### config.mk
export PLATFORM = sky130hd
export DESIGN_NAME = mbwd_ctrl
export DESIGN_NICKNAME = d
export VERILOG_FILES = /design/src/sv/mbwd_pkg.sv /design/src/sv/mbwd_ctrl.sv
export SDC_FILE = /design/constraint.sdc
export NUM_CORES = 1
export LEC_CHECK = 0
export BUFFER_PORTS_ARGS = -buffer_cell sky130_fd_sc_hd__buf_2
export CELL_PAD_IN_SITES_DETAIL_PLACEMENT = 2
export CELL_PAD_IN_SITES_GLOBAL_PLACEMENT = 2
export CORE_UTILIZATION = 26
export CTS_BUF_LIST = sky130_fd_sc_hd__clkbuf_8
export DETAILED_ROUTE_END_ITERATION = 8
export GPL_ROUTABILITY_DRIVEN = 0
export HOLD_SLACK_MARGIN = 0.02
export PLACE_DENSITY = 0.89
export SKIP_LAST_GASP = 1
export SLEW_MARGIN = 10
export SYNTH_ARGS = -nofsm -noshare
export SYNTH_HDL_FRONTEND = slang
export SYNTH_SLANG_ARGS = --single-unit
### constraint.sdc
create_clock -name clk -period 4.46 [get_ports clk]
set_input_delay 0.669 -clock clk [delete_from_list [all_inputs] [get_ports clk]]
set_output_delay 0.669 -clock clk [all_outputs]
set_load 0.1 [all_outputs]
### src/sv/mbwd_pkg.sv
// ----------------------------------------------------------------------------
// mbwd_pkg
// shared types and constants of the masked binary window dilation block
// ----------------------------------------------------------------------------
package mbwd_pkg;

    localparam int CFG_INDEX_W = 2;
    localparam int CFG_DATA_W  = 13;
    localparam int WIDTH_CFG_W = 11;
    localparam int HEIGHT_CFG_W = 13;
    localparam int HALF_CFG_W  = 3;
    localparam int PIXEL_W     = 8;

    localparam logic [CFG_INDEX_W-1:0] CFG_WIDTH  = 2'd0;
    localparam logic [CFG_INDEX_W-1:0] CFG_HEIGHT = 2'd1;
    localparam logic [CFG_INDEX_W-1:0] CFG_HALF   = 2'd2;

    localparam logic [WIDTH_CFG_W-1:0]  WIDTH_RESET  = 11'd640;
    localparam logic [HEIGHT_CFG_W-1:0] HEIGHT_RESET = 13'd480;
    localparam logic [HALF_CFG_W-1:0]   HALF_RESET   = 3'd4;

    localparam logic [PIXEL_W-1:0] SET_BYTE = 8'd255;

    typedef struct packed {
        logic cfg_we;
        logic px_store;
        logic rd_win;
        logic own_load;
        logic win_start;
        logic win_next;
        logic hit;
        logic out_load;
    } mbwd_cmd_t;

    typedef struct packed {
        logic in_done;
        logic at_delay;
        logic dilate;
        logic set_hit;
        logic win_end;
        logic out_full;
    } mbwd_stat_t;

endpackage

### src/sv/mbwd_ctrl.sv
// ----------------------------------------------------------------------------
// mbwd_ctrl
// sequencer for store, own pixel read, window scan and output load
// ----------------------------------------------------------------------------
module mbwd_ctrl
    import mbwd_pkg::*;
(
    input  logic       clk,
    input  logic       rst_n,
    input  logic       in_valid,
    input  logic       action,
    input  logic       cfg_valid,
    input  logic       out_ready,
    input  mbwd_stat_t stat,
    output logic       in_ready,
    output logic       cfg_ready,
    output mbwd_cmd_t  cmd
);

    typedef enum logic [5:0] {
        S_IDLE     = 6'b000001,
        S_OWN_ADDR = 6'b000010,
        S_OWN_CHK  = 6'b000100,
        S_WIN_ADDR = 6'b001000,
        S_WIN_CHK  = 6'b010000,
        S_OUT      = 6'b100000
    } state_t;

    state_t state_reg, state_next;

    assign cfg_ready = (state_reg == S_IDLE);
    assign in_ready  = (state_reg == S_IDLE) && !cfg_valid;

    always_comb
    begin
        state_next = state_reg;
        cmd        = '0;
        unique case (state_reg)
            S_IDLE:
            begin
                if (cfg_valid)
                begin
                    cmd.cfg_we = 1'b1;
                end
                else if (in_valid)
                begin
                    if (action)
                    begin
                        if (stat.in_done)
                            state_next = S_OWN_ADDR;
                    end
                    else if (!stat.in_done)
                    begin
                        cmd.px_store = 1'b1;
                        if (stat.at_delay)
                            state_next = S_OWN_ADDR;
                    end
                end
            end
            S_OWN_ADDR:
            begin
                state_next = S_OWN_CHK;
            end
            S_OWN_CHK:
            begin
                cmd.own_load = 1'b1;
                if (stat.dilate)
                begin
                    cmd.win_start = 1'b1;
                    state_next    = S_WIN_ADDR;
                end
                else
                begin
                    state_next = S_OUT;
                end
            end
            S_WIN_ADDR:
            begin
                cmd.rd_win = 1'b1;
                state_next = S_WIN_CHK;
            end
            S_WIN_CHK:
            begin
                priority if (stat.set_hit)
                begin
                    cmd.hit    = 1'b1;
                    state_next = S_OUT;
                end
                else if (stat.win_end)
                begin
                    state_next = S_OUT;
                end
                else
                begin
                    cmd.win_next = 1'b1;
                    state_next   = S_WIN_ADDR;
                end
            end
            S_OUT:
            begin
                if (!stat.out_full || out_ready)
                begin
                    cmd.out_load = 1'b1;
                    state_next   = S_IDLE;
                end
            end
            default:
            begin
                state_next = S_IDLE;
            end
        endcase
    end

    always_ff @(posedge clk or negedge rst_n)
    begin
        if (!rst_n)
            state_reg <= S_IDLE;
        else
            state_reg <= state_next;
    end

endmodule

==> impl_metrics.csv <==
group,metric,value,unit
status,status,"completed",
floorplanning,dieArea,1790,µm²
synthesis,synth_area_leaders,"dfrtp_1 30%, nor2b_1 8.9%, dfstp_2 6.2%",
sta,maxSlewViolCount,0,
synthesis,yosys_warnings,0,
routing,viasPerCell,5.13,
finish,largest_register_ffs,6,
synthesis,syn_nets,60,
finish,instances_no_fill,89,
global_route,grt_max_degree,9,
sta,post-route-min-period,2730,ps
sta,setup_tns,0,ps
clock_network,cts_made_buffers,3,
floorplanning,io_pins,22,
floorplanning,core-area,1510,µm²
critical_path,cpMaxStageDelayCell,"nor4_1",
synthesis,yosys_register_bits,6,
sta,maxSlewHeadroom,0.686,
critical_path,worst_setup_path_end_kind,"output port",
clock_network,cts-root-buf,"clkbuf_8",
critical_path,critical-path-max-stage-delay,450,ps
placement,hpwl,1040,µm
critical_path,critical_path_class,"flop to output port",
min_path,hp-class,"primary input to async pin",
placement,place_inst,85,
sta,rsz0062_at_grt,"false",
global_route,track_usage,0.170,
clock_network,cts_buffer_depth,2,
synthesis,syn_inst,48,
routing,wl,1320,µm
global_route,antenna_found_initial,0,
floorplanning,start_util,0.281,
synthesis,synth_edf_count,0,
clock_network,insertion_delay,230,ps
routing,ant_nets,0,
critical_path,arrival,2060,ps
synthesis,ys_seq_area_frac,0.358,
synthesis,synth_ff_type,"dfrtp_1",
synthesis,yosysTopAreaCell,"dfrtp_1",
job,drv_cap,0,
routing,drt_first_pass_iters,4,
clock_network,cts_hold_buf,0,
finish,drive_gt1_frac,0.438,
synthesis,yosysMostFrequentCell,"nor2b_1",
finish,multi_input_area,278,µm²
sta,final_hold_viol_count,0,
clock_network,cts_htree_levels,1,
clock_network,clkTransAtPathRegs,40,ps
finish,area_delta_synth_final,43.5,%
synthesis,async_flop_share,1.00,
synthesis,synthTopCellsByCount,"6 x nor2b_1, 5 x dfrtp_1, 4 x o21ai_0",
finish,diodes,0,
global_route,overflow,0,
routing,drt_iter0_markers,6,
clock_network,cts-resized-gates,0,
critical_path,path_cells,"or2_1, nor4_1, nor2b_1, buf_2",
synthesis,synth_area_per_cell,8.81,µm²
placement,numPortBuffers,21,
sta,setup_viol,0,
sta,skew,3.84,ps
finish,nNetsFinal,86,
floorplanning,die_h,42.3,µm
routing,wl_per_cell,14.8,µm
sta,worst_pin_slew,466,ps
finish,regArea,151,µm²
floorplanning,die_x,42.3,µm
finish,fillers,181,
global_route,first_global_vias,501,
sta,timing.fmax,366,MHz
synthesis,synth.cell_area,423,µm²
clock_network,cts_tree,"built",
synthesis,synth_top_area_frac,0.296,
critical_path,critPathRequiredTime,3790,ps
power,leakagePower,0.301,nW
critical_path,cp-start-kind,"flop",
clock_network,clkSinkCount,6,
power,peakVddDrop,0.000300,V
global_route,grt_pass1_wl,2210,µm
routing,drc,0,
floorplanning,placementRows,14,
power,pwr_density_cell,505,nW/µm²
synthesis,synth_cell_types,24,
routing,vias,457,
sta,finalCritPeriodShare,0.613,
clock_network,post_cts_buffers,0,
critical_path,crit_fanout,5,
## through the flow
step	hold WS, ps	util	area (µm²)	setup slack, ps	power [mW]
2_1_floorplan	373	-	437	548	0.191
3_3_place_gp	501	0.373	562	2020	0.214
3_5_place_dp	500	0.373	562	1970	0.219
4_1_cts	259	0.403	607	1700	0.312
5_1_grt	265	0.403	607	1600	0.320
6_report	258	0.403	607	1730	0.306
## area by class of cell
class,count,area share
multi-input combinational,40,0.458
sequential,6,0.249
timing repair buffer,21,0.173
clock buffer,3,0.0680
tap,16,0.0330
inverter,2,0.0124
clock inverter,1,0.00619
## routing by layer
metal | part of all wire | vias to the layer above | track usage
li1 | - | 219 | -
met5 | 0 | - | 0
met4 | 0.019 | 0 | 0.113
met3 | 0.029 | 4 | 0.0388
met1 | 0.43 | 222 | 0.195
met2 | 0.52 | 12 | 0.280
## cells in the final DEF, fill, tap and decap left out
master,count
a21oi_1,3
and2_2,1
xor2_1,1
or4_4,1
or2_1,2
o21ai_0,4
nor3_1,2
inv_1,3
or3b_2,1
dfrtp_1,5
o22ai_1,1
or2_2,1
nand3b_1,1
clkbuf_8,3
buf_2,21
nor4_1,2
dfstp_2,1
nor2b_4,1
a221o_1,1
nor3b_1,2
nand3_1,1
nand2b_1,3
nor2_1,2
nor4_4,1
nor2b_1,6
nor3_2,1
and2_1,2
## power by group
| part | switching (mW) | internal, mW | total (mW) |
|---|---|---|---|
| Sequential | 0.0105 | 0.0627 | 0.0732 |
| Clock | 0.0278 | 0.0595 | 0.0873 |
| Combinational | 0.110 | 0.0357 | 0.146 |
## final timing paths
| path | startpoint | to | slack, ps | depth (start not counted) |
|---|---|---|---|---|
| setup / recovery | state_reg[3] | cmd[2] | 1730 | 4 |
| hold / removal | rst_n | state_reg[4] | 260 | 1 |
| setup reg to reg | state_reg[3] | state_reg[3] | 2900 | 4 |
| hold reg to reg | state_reg[2] | state_reg[4] | 610 | 2 |
| max in group asynchronous | rst_n | state_reg[0] | 3970 | 1 |
| min in group clk | state_reg[2] | state_reg[4] | 610 | 2 |
## worst max-delay path: cells and delay by family, from the launching register on
kind / cells / cell delay (ps)
simple gates: 3 / 1000
buf+inv: 1 / 450
flops: 1 / 390
## kinds of logic after synthesis
kind of cell	after synthesis	synth area share
compound gates	9	0.121
flops	6	0.358
simple gates	30	0.482
buf+inv	2	0.0178
xor+xnor	1	0.0207
Note: power is estimated with default switching activity, not from simulation.
